$ cat src/rtl/sc2a_pkg.sv
// ----------------------------------------------------------------------------
// sc2a_pkg
// Shared types, key codes and the set-1 scan code to ASCII tables.
// ----------------------------------------------------------------------------
package sc2a_pkg;

    localparam int unsigned CODE_W  = 7;
    localparam int unsigned ASCII_W = 7;
    localparam int unsigned MASK_W  = 16;
    localparam int unsigned TBL_LEN = 84;

    localparam logic [CODE_W-1:0] KEY_CTRL   = 7'h1D;
    localparam logic [CODE_W-1:0] KEY_LSHIFT = 7'h2A;
    localparam logic [CODE_W-1:0] KEY_RSHIFT = 7'h36;
    localparam logic [CODE_W-1:0] KEY_ALT    = 7'h38;
    localparam logic [CODE_W-1:0] KEY_CAPS   = 7'h3A;
    localparam logic [CODE_W-1:0] KEY_NUM    = 7'h45;

    localparam logic [MASK_W-1:0] MASK_VALUE = 16'hFFFF;

    typedef struct packed {
        logic shift_held;
        logic caps_on;
        logic num_on;
        logic ctrl_alt_held;
    } mod_state_t;

    typedef struct packed {
        logic                valid;
        logic [CODE_W-1:0]   key_code;
        logic [ASCII_W-1:0]  ascii_char;
        logic [MASK_W-1:0]   masked_value;
    } record_t;

    localparam logic [7:0] ASCII_TBL [4][TBL_LEN] = '{
        '{8'h00,8'h1B,8'h31,8'h32,8'h33,8'h34,8'h35,8'h36,8'h37,8'h38,8'h39,8'h30,
          8'h2D,8'h3D,8'h08,8'h09,8'h71,8'h77,8'h65,8'h72,8'h74,8'h79,8'h75,8'h69,
          8'h6F,8'h70,8'h5B,8'h5D,8'h0D,8'h00,8'h61,8'h73,8'h64,8'h66,8'h67,8'h68,
          8'h6A,8'h6B,8'h6C,8'h3B,8'h27,8'h60,8'h00,8'h5C,8'h7A,8'h78,8'h63,8'h76,
          8'h62,8'h6E,8'h6D,8'h2C,8'h2E,8'h2F,8'h00,8'h2A,8'h00,8'h20,8'h00,8'h00,
          8'h00,8'h00,8'h00,8'h00,8'h00,8'h00,8'h00,8'h00,8'h00,8'h00,8'h00,8'h37,
          8'h38,8'h39,8'h2D,8'h34,8'h35,8'h36,8'h2B,8'h31,8'h32,8'h33,8'h30,8'h2E},
        '{8'h00,8'h1B,8'h31,8'h32,8'h33,8'h34,8'h35,8'h36,8'h37,8'h38,8'h39,8'h30,
          8'h2D,8'h3D,8'h08,8'h09,8'h51,8'h57,8'h45,8'h52,8'h54,8'h59,8'h55,8'h49,
          8'h4F,8'h50,8'h5B,8'h5D,8'h0D,8'h00,8'h41,8'h53,8'h44,8'h46,8'h47,8'h48,
          8'h4A,8'h4B,8'h4C,8'h3B,8'h27,8'h60,8'h00,8'h5C,8'h5A,8'h58,8'h43,8'h56,
          8'h42,8'h4E,8'h4D,8'h2C,8'h2E,8'h2F,8'h00,8'h2A,8'h00,8'h20,8'h00,8'h00,
          8'h00,8'h00,8'h00,8'h00,8'h00,8'h00,8'h00,8'h00,8'h00,8'h00,8'h00,8'h37,
          8'h38,8'h39,8'h2D,8'h34,8'h35,8'h36,8'h2B,8'h31,8'h32,8'h33,8'h30,8'h2E},
        '{8'h00,8'h1B,8'h21,8'h40,8'h23,8'h24,8'h25,8'h5E,8'h26,8'h2A,8'h28,8'h29,
          8'h5F,8'h2B,8'h08,8'h09,8'h51,8'h57,8'h45,8'h52,8'h54,8'h59,8'h55,8'h49,
          8'h4F,8'h50,8'h7B,8'h7D,8'h0D,8'h00,8'h41,8'h53,8'h44,8'h46,8'h47,8'h48,
          8'h4A,8'h4B,8'h4C,8'h3A,8'h22,8'h7E,8'h00,8'h7C,8'h5A,8'h58,8'h43,8'h56,
          8'h42,8'h4E,8'h4D,8'h3C,8'h3E,8'h3F,8'h00,8'h2A,8'h00,8'h20,8'h00,8'h00,
          8'h00,8'h00,8'h00,8'h00,8'h00,8'h00,8'h00,8'h00,8'h00,8'h00,8'h00,8'h37,
          8'h38,8'h39,8'h2D,8'h34,8'h35,8'h36,8'h2B,8'h31,8'h32,8'h33,8'h30,8'h2E},
        '{8'h00,8'h1B,8'h21,8'h40,8'h23,8'h24,8'h25,8'h5E,8'h26,8'h2A,8'h28,8'h29,
          8'h5F,8'h2B,8'h08,8'h09,8'h71,8'h77,8'h65,8'h72,8'h74,8'h79,8'h75,8'h69,
          8'h6F,8'h70,8'h7B,8'h7D,8'h0D,8'h00,8'h61,8'h73,8'h64,8'h66,8'h67,8'h68,
          8'h6A,8'h6B,8'h6C,8'h3A,8'h22,8'h7E,8'h00,8'h7C,8'h7A,8'h78,8'h63,8'h76,
          8'h62,8'h6E,8'h6D,8'h3C,8'h3E,8'h3F,8'h00,8'h2A,8'h00,8'h20,8'h00,8'h00,
          8'h00,8'h00,8'h00,8'h00,8'h00,8'h00,8'h00,8'h00,8'h00,8'h00,8'h00,8'h37,
          8'h38,8'h39,8'h2D,8'h34,8'h35,8'h36,8'h2B,8'h31,8'h32,8'h33,8'h30,8'h2E}
    };

    function automatic logic is_recordable(input logic [CODE_W-1:0] code);
        return ((code >= 7'h10) && (code <= 7'h19)) ||
               ((code >= 7'h1E) && (code <= 7'h26)) ||
               ((code >= 7'h2C) && (code <= 7'h32)) ||
               ((code >= 7'h02) && (code <= 7'h0B));
    endfunction

    function automatic logic [ASCII_W-1:0] lookup_ascii(input logic [1:0] sel,
                                                        input logic [CODE_W-1:0] code);
        logic [7:0] entry;
        entry = 8'h00;
        if (code < CODE_W'(TBL_LEN)) begin
            entry = ASCII_TBL[sel][code];
        end
        return entry[ASCII_W-1:0];
    endfunction

endpackage

$ cat src/rtl/sc2a_modifiers.sv
// ----------------------------------------------------------------------------
// sc2a_modifiers
// Holds the shift, caps lock, num lock and ctrl/alt marks and computes their
// values after the current key event.
// ----------------------------------------------------------------------------
module sc2a_modifiers (
    input  logic                        aclk,
    input  logic                        aresetn,
    input  logic                        step,
    input  logic [sc2a_pkg::CODE_W-1:0] code,
    input  logic                        released,
    output sc2a_pkg::mod_state_t        mods_next
);

    sc2a_pkg::mod_state_t mods_reg;

    always_comb begin
        mods_next = mods_reg;
        if (released) begin
            if (code == sc2a_pkg::KEY_CAPS) begin
                mods_next.caps_on = ~mods_reg.caps_on;
            end else if (code == sc2a_pkg::KEY_LSHIFT || code == sc2a_pkg::KEY_RSHIFT) begin
                mods_next.shift_held = 1'b0;
            end else if (code == sc2a_pkg::KEY_NUM) begin
                mods_next.num_on = ~mods_reg.num_on;
            end
            if (code == sc2a_pkg::KEY_CTRL || code == sc2a_pkg::KEY_ALT) begin
                mods_next.ctrl_alt_held = 1'b0;
            end
        end else begin
            if (code == sc2a_pkg::KEY_LSHIFT || code == sc2a_pkg::KEY_RSHIFT) begin
                mods_next.shift_held = 1'b1;
            end
            if (code == sc2a_pkg::KEY_CTRL || code == sc2a_pkg::KEY_ALT) begin
                mods_next.ctrl_alt_held = 1'b1;
            end
        end
    end

    always_ff @(posedge aclk) begin
        if (!aresetn) begin
            mods_reg.shift_held    <= 1'b0;
            mods_reg.caps_on       <= 1'b0;
            mods_reg.num_on        <= 1'b1;
            mods_reg.ctrl_alt_held <= 1'b0;
        end else if (step) begin
            mods_reg <= mods_next;
        end
    end

endmodule

$ cat src/rtl/sc2a_lookup.sv
// ----------------------------------------------------------------------------
// sc2a_lookup
// Decides whether a key event is recorded and builds the record from the
// ASCII table chosen by the shift and caps marks.
// ----------------------------------------------------------------------------
module sc2a_lookup (
    input  logic                        enable,
    input  logic [sc2a_pkg::CODE_W-1:0] code,
    input  logic                        released,
    input  sc2a_pkg::mod_state_t        mods,
    output sc2a_pkg::record_t           record
);

    logic                         hit;
    logic [sc2a_pkg::ASCII_W-1:0] ascii;

    assign hit   = enable && released && !mods.ctrl_alt_held &&
                   sc2a_pkg::is_recordable(code);
    assign ascii = sc2a_pkg::lookup_ascii({mods.shift_held, mods.caps_on}, code);

    always_comb begin
        record = '0;
        if (hit) begin
            record.valid        = 1'b1;
            record.key_code     = code;
            record.ascii_char   = ascii;
            record.masked_value = {{(sc2a_pkg::MASK_W - sc2a_pkg::ASCII_W){1'b0}}, ascii}
                                  ^ sc2a_pkg::MASK_VALUE;
        end
    end

endmodule

$ cat src/rtl/scan_code_to_ascii_with_modifiers_top.sv
// ----------------------------------------------------------------------------
// scan_code_to_ascii_with_modifiers_top
// Set-1 scan code to ASCII converter with modifier tracking and key records.
// ----------------------------------------------------------------------------
// Key events enter on the s_axis channel: the make code in tdata, the
// release flag in tuser. Every accepted event yields exactly one transfer on
// the m_axis channel; tuser is high when the event is a recorded key, and
// tdata then holds the code, its ASCII and the ASCII inverted to 16 bits.
// Unrecorded events give an all-zero transfer.
// The event is captured in an input register, the modifier update and the
// table lookup run combinationally, and the result sits in an output
// register; one event is taken every cycle while the receiver does not stall.
// Modifier state advances in event order as each event moves to the output
// register. When the receiver stalls, the output register holds its
// transfer, the input register holds the next event and s_axis_tready
// drops only when both are full.
// cfg_we writes cfg_wdata to the enable bit; with enable low no modifier
// state changes and nothing is recorded. Write it only while the block is idle.
// Reset empties both registers, clears enable, shift, caps and ctrl/alt and
// sets num lock.
// ----------------------------------------------------------------------------
module scan_code_to_ascii_with_modifiers_top (
    input  logic        aclk,
    input  logic        aresetn,
    input  logic        cfg_we,
    input  logic        cfg_wdata,
    input  logic        s_axis_tvalid,
    output logic        s_axis_tready,
    input  logic [7:0]  s_axis_tdata,  // [6:0] scan_code, [7] zero
    input  logic        s_axis_tuser,  // [0] released
    output logic        m_axis_tvalid,
    input  logic        m_axis_tready,
    output logic [31:0] m_axis_tdata,  // [6:0] key_code, [13:7] ascii_char,
                                       // [29:14] masked_value, [31:30] zero
    output logic        m_axis_tuser   // [0] record_valid
);

    logic                        enable_reg;
    logic                        in_valid_reg;
    logic [sc2a_pkg::CODE_W-1:0] in_code_reg;
    logic                        in_rel_reg;
    logic                        out_valid_reg;
    sc2a_pkg::record_t           out_rec_reg;
    logic                        out_load;
    logic                        advance;
    sc2a_pkg::mod_state_t        mods_next;
    sc2a_pkg::record_t           rec_next;

    assign out_load      = !out_valid_reg || m_axis_tready;
    assign advance       = in_valid_reg && out_load;
    assign s_axis_tready = !in_valid_reg || out_load;

    sc2a_modifiers u_modifiers (
        .aclk      (aclk),
        .aresetn   (aresetn),
        .step      (advance && enable_reg),
        .code      (in_code_reg),
        .released  (in_rel_reg),
        .mods_next (mods_next)
    );

    sc2a_lookup u_lookup (
        .enable   (enable_reg),
        .code     (in_code_reg),
        .released (in_rel_reg),
        .mods     (mods_next),
        .record   (rec_next)
    );

    always_ff @(posedge aclk) begin
        if (!aresetn) begin
            enable_reg    <= 1'b0;
            in_valid_reg  <= 1'b0;
            out_valid_reg <= 1'b0;
        end else begin
            if (cfg_we) begin
                enable_reg <= cfg_wdata;
            end
            if (s_axis_tready) begin
                in_valid_reg <= s_axis_tvalid;
            end
            if (out_load) begin
                out_valid_reg <= in_valid_reg;
            end
        end
    end

    always_ff @(posedge aclk) begin
        if (s_axis_tvalid && s_axis_tready) begin
            in_code_reg <= s_axis_tdata[sc2a_pkg::CODE_W-1:0];
            in_rel_reg  <= s_axis_tuser;
        end
        if (advance) begin
            out_rec_reg <= rec_next;
        end
    end

    assign m_axis_tvalid = out_valid_reg;
    assign m_axis_tuser  = out_rec_reg.valid;
    assign m_axis_tdata  = {2'b00, out_rec_reg.masked_value,
                            out_rec_reg.ascii_char, out_rec_reg.key_code};

endmodule
$ cat config.mk
export PLATFORM = sky130hd
export DESIGN_NAME = scan_code_to_ascii_with_modifiers_top
export DESIGN_NICKNAME = d
export VERILOG_FILES = /design/src/rtl/sc2a_pkg.sv /design/src/rtl/sc2a_modifiers.sv /design/src/rtl/sc2a_lookup.sv /design/src/rtl/scan_code_to_ascii_with_modifiers_top.sv
export SDC_FILE = /design/constraint.sdc
export NUM_CORES = 1
export LEC_CHECK = 0
export BUFFER_PORTS_ARGS = -buffer_cell sky130_fd_sc_hd__clkbuf_2
export CORE_MARGIN = 4
export CORE_UTILIZATION = 35
export CTS_CLUSTER_DIAMETER = 100
export DETAILED_ROUTE_END_ITERATION = 16
export MAX_ROUTING_LAYER = met4
export PLACE_DENSITY = 0.63
export SYNTH_ARGS = -nofsm -noshare
export SYNTH_HDL_FRONTEND = slang
export SYNTH_SLANG_ARGS = --single-unit
$ cat constraint.sdc
create_clock -name aclk -period 3.95 [get_ports aclk]
set_input_delay 0.5925 -clock aclk [delete_from_list [all_inputs] [get_ports aclk]]
set_output_delay 0.5925 -clock aclk [all_outputs]
set_load 0.05 [all_outputs]
-- After elaboration in Yosys (flattened, before gate mapping)
Index checks and enable logic that the tools add are counted.
- register bits after elaboration: 46
- output and inout bits: 35
- input port bits: 15
- word-level logic and storage cells: 78
- equal/unequal tests: 6
- mux-type cells: 20
- magnitude comparators: 11
- reduce and logical (&&, ||, !) cells: 21
- bitwise operators: 7
- operators by type and width (operator ; count):
    672-bit binary-select mux with 2-bit select ; 1
    672-bit 2-to-1 mux ; 2
    8-bit binary-select mux with 7-bit select ; 1
    31-bit 2-to-1 mux ; 1
    7-bit by 6-bit equality test with 1-bit output, second input constant ; 4
    7-bit 2-to-1 mux ; 3
    7-bit inverter with 16-bit output ; 1
    7-bit by 5-bit >= comparator with 1-bit output, second input constant ; 2
    7-bit by 6-bit <= comparator with 1-bit output, second input constant ; 2
    1-bit 2-to-1 mux ; 11
    1-bit logical AND ; 10
    8-bit >= comparator, second input constant ; 1
    7-bit inverter with 8-bit output ; 1
    7-bit by 5-bit equality test with 1-bit output, second input constant ; 1
    7-bit equality test, second input constant ; 1
    7-bit by 2-bit >= comparator with 1-bit output, second input constant ; 1
    7-bit by 6-bit >= comparator with 1-bit output, second input constant ; 1
    7-bit by 4-bit <= comparator with 1-bit output, second input constant ; 1
    7-bit by 5-bit <= comparator with 1-bit output, second input constant ; 1
    1-bit logical OR ; 7
    7-bit < comparator, second input constant ; 1
    5-bit AND reduction ; 1
    1-bit inverter ; 4
    3-bit >= comparator, second input constant ; 1
    other kinds (3) ; 5

-- Longest topological paths before layout
- depth after elaboration: 15
- mapped depth: 14
- gate-level depth less buffers: 13

-- By module
Synthesis repeated with hierarchy kept, for this count alone.
- cells, all modules: 348
- area total of the unflattened synthesis: 3453.3 µm²
- modules (own cells, without submodules) (module ; seq. area each (µm²) ; cells an instance ; instances ; area each (µm²)):
    sc2a_lookup ; 0.0 ; 254 ; 1 ; 1752.9
    scan_code_to_ascii_with_modifiers_top ; 1231.2 ; 56 ; 1 ; 1340.0
    sc2a_modifiers ; 80.1 ; 38 ; 1 ; 360.3

-- Worst setup path after synthesis
Ideal clock, no wire load.
- path type: flip-flop to flip-flop
- start: register in_code_reg[0] (netlist name)
- end: register out_rec_reg (netlist bit m_axis_tdata[7]), data pin
- clock period less this slack: 3.202 ns
- setup slack: 0.748 ns
- buffers on the path: 1
- arrival time: 2.948 ns
- data required time: 3.696 ns
- library setup time: 0.254 ns
- cell stages (with the launch flop): 15
- cell sequence: edfxtp_1 > clkbuf_1 > inv_1 > ha_1 > nand3b_1 > a21oi_4 > o22ai_4 > clkinv_4 > ha_1 > a21oi_1 > o21ai_0 > a311oi_1 > a21oi_1 > o211a_1 > nor2b_1
- RTL lines (item ; RTL line ; RTL):
    start: declaration ; scan_code_to_ascii_with_modifiers_top.sv:40 ; logic [sc2a_pkg::CODE_W-1:0] in_code_reg;
    start signal: assignment ; scan_code_to_ascii_with_modifiers_top.sv:90 ; in_code_reg <= s_axis_tdata[sc2a_pkg::CODE_W-1:0];
    end signal: assignment ; scan_code_to_ascii_with_modifiers_top.sv:94 ; out_rec_reg <= rec_next;
    end: declaration ; scan_code_to_ascii_with_modifiers_top.sv:43 ; sc2a_pkg::record_t out_rec_reg;

==> results.sh <==
export IMPL_status="finished clean"
export IMPL_syn_inst=315
export IMPL_cap_viol_max_count=0
export IMPL_synth_seq_cells=37
export IMPL_period_needed_ns=3.214
export IMPL_pwr_share_seq_pct=46.9
export IMPL_ys_seq_area_share_pct=36.67
export IMPL_avgSynthCellArea_sq_um=9.100
export IMPL_worstPathRequired_ns=3.98
export IMPL_p_leak_nw=1.260
export IMPL_start_util_pct=36.53
export IMPL_grt_max_degree=33
export IMPL_hold_viol_final=0
export IMPL_drtIter0Drc=373
export IMPL_path_cells="buf_4 -> or3b_4 -> and2_1 -> o22ai_4 -> clkinv_4 -> ha_1 -> o21ai_0 -> a21oi_1 -> a211oi_1 -> a21oi_1 -> o41ai_2 -> nor2_1"
export IMPL_port_buffers=46
export IMPL_max_stage_delay_ns=0.44
export IMPL_drive_gt1_share_pct=23.23
export IMPL_io_pins=50
export IMPL_clkLatencyLatePin_ns=0.29
export IMPL_dr_pass1_iters=5
export IMPL_cts_clk_slew_worst_paths_ns=0.07
export IMPL_clockPowerShare_pct=25.4
export IMPL_cts_resized=0
export IMPL_synth_async_reset_ratio_pct=0
export IMPL_die_y_um=98.50
export IMPL_cts_max_level=2
export IMPL_synth_cell_type_count=66
export IMPL_min_path_type="in2reg"
export IMPL_start_kind="register"
export IMPL_ys_flop_type="edfxtp_1"
export IMPL_grt_overflow=0
export IMPL_ctsLongestPathBuffers=2
export IMPL_cts_sink_count=37
export IMPL_synth_warnings=0
export IMPL_syn_area_sq_um=2866
export IMPL_p_sw_share_pct=33.44
export IMPL_cts_tree="yes"
export IMPL_synthTopCellsByArea="edfxtp_1, ha_1, nor2_1"
export IMPL_internal_power_mw=0.6429
export IMPL_core_sq_um=7848
export IMPL_grt_pass1_wl_mm=11.52
export IMPL_setup_viol=0
export IMPL_nets=383
export IMPL_area_delta_synth_final_pct=13.09
export IMPL_viasPerCell=5.609
export IMPL_period_share_pct=81.37
export IMPL_rsz0062_at_grt="no"
export IMPL_ir_drop_v=0.0001868
export IMPL_cts_buffers=5
export IMPL_worstSetupEndpointType="register"
export IMPL_comb_power_share_pct=27.7
export IMPL_crit_type="reg2reg"
export IMPL_drt_wirelength_per_cell_um=15.86
export IMPL_nFillCells=810
export IMPL_vias=2552
export IMPL_setup_tns_ns=0
export IMPL_worstMarginPinSlew_ns=0.6340
export IMPL_skew_ns=0.007336
export IMPL_synth_edff_count=31
export IMPL_die_w_um=98.50
export IMPL_globalplace_congestion=0.9728
export IMPL_cp_slowest_cell="or3b_4"
export IMPL_antenna_found_initial=0
export IMPL_path_max_fanout=20
export IMPL_finalInstanceArea_sq_um=3242
export IMPL_cts_root_buf="clkbuf_8"
export IMPL_cp_common_cell="a21oi_1"
export IMPL_dieArea_sq_um=9702
export IMPL_grtUsageTotal_pct=14.98
export IMPL_placed_cell_area_sq_um=3161
export IMPL_layout_common_cells="clkbuf_2, nor2_1, edfxtp_1"
export IMPL_ant_nets=0
export IMPL_wirelength_mm=7.215
export IMPL_arrival_ns=3.24
export IMPL_slew_headroom_pct=57.64
export IMPL_hold_buffers=0
export IMPL_drc_errors=0
export IMPL_synth_top_area_share_pct=32.47
export IMPL_cts_setup_buffers=0
export IMPL_total_power_mw=0.9659
export IMPL_fp_row_count=32
export IMPL_dp_hpwl_mm=5.232
export IMPL_power_density_nw_per_um2=297.9
export IMPL_largest_register_ffs=22
export IMPL_antenna_cells=0
export IMPL_slew_violations=0
export IMPL_netSwitchingPower_mw=0.3229
export IMPL_final_common_cell="clkbuf_2"
export IMPL_synth_top_area_cell="edfxtp_1"
export IMPL_timing_fmax_ghz=0.3111
export IMPL_grt_pass1_vias=2314
-- power groups by stage --
| stage | Combinational (mW) | Sequential [mW] | Clock [mW] |
|---|---|---|---|
| floorplan | 0.160 | 0.507 | 0 |
| global placement | 0.264 | 0.461 | 0 |
| detailed placement | 0.264 | 0.462 | 0 |
| CTS | 0.265 | 0.453 | 0.255 |
| global route | 0.287 | 0.455 | 0.274 |
| finish | 0.268 | 0.453 | 0.245 |
-- kinds of logic after synthesis --
family / synth area share (%)
flops: 36.67
buf+inv: 8.381
fa+ha+maj: 6.984
xor+xnor: 0.9168
other cells: 0.1308
compound gates: 25.84
simple gates: 18.90
mux: 2.182
-- metal layers --
layer  wire length, um  global-route usage (%)
met5                 0                       -
met3               655                   2.689
met4               116                   3.887
met1              3149                   20.20
met2              3294                   23.30
-- path summary, 6_finish.rpt --
path	cells after the start	slack, ns	end	start
worst max register to register	12	0.74	m_axis_tdata[18]	in_code_reg[3]
worst min-delay path	1	0.48	in_code_reg[1]	s_axis_tdata[1]
worst min register to register	2	0.49	u_modifiers.mods_reg[0]	u_modifiers.mods_reg[0]
worst max-delay path	12	0.74	m_axis_tdata[18]	in_code_reg[3]
-- through the flow --
stage	worst slack [ns]	hold slack [ns]	utilization, %	std cells
6_report	0.7360	0.4807	41.31	455
5_1_grt	0.6403	0.4677	41.31	455
4_1_cts	0.7813	0.4716	41.31	455
3_5_place_dp	0.8073	0.4868	40.27	447
3_3_place_gp	0.8251	0.4735	40.27	447
2_1_floorplan	0.7484	0.4579	-	317
-- synth_stat cells, types with 2 or more instances --
master	n
nor2_1	33
edfxtp_1	31
a21oi_1	23
o21ai_0	21
nor2b_1	18
ha_1	16
nand2_1	15
buf_2	14
inv_1	12
buf_4	10
a211oi_1	8
clkbuf_1	8
dfxtp_1	6
and2_1	5
nand2b_1	5
nand3_1	5
a221oi_1	4
a31oi_1	4
mux2i_1	4
nand3b_1	4
o22ai_1	4
o31ai_1	4
a22o_1	3
nor3b_1	3
or2_2	3
a21boi_0	2
a311o_1	2
a311oi_1	2
a32oi_1	2
mux2_2	2
nor3_1	2
o211ai_1	2
o21a_1	2
o31a_1	2
or3_1	2
xnor2_1	2
-- worst max-delay path: cells and delay by family (launching register included) --
family,cells,cell delay [ns]
DFF,1,0.32
buffers and inverters,2,0.36
adders and majority gates,1,0.35
and+or+nand+nor,3,0.72
AOI/OAI and AO/OA,6,1.21
-- layout make-up --
| cell class | instances | area [sq um] | share of cell area [%] |
|---|---|---|---|
| timing repair buffer | 61 | 342.8 | 10.58 |
| tap | 102 | 127.6 | 3.937 |
| clock buffer | 5 | 68.82 | 2.123 |
| inverter | 13 | 53.80 | 1.660 |
| clock inverter | 3 | 12.51 | 0.3860 |
| multi-input combinational | 234 | 1585 | 48.90 |
| sequential | 37 | 1051 | 32.42 |
Power figures use the tool's default switching activity.
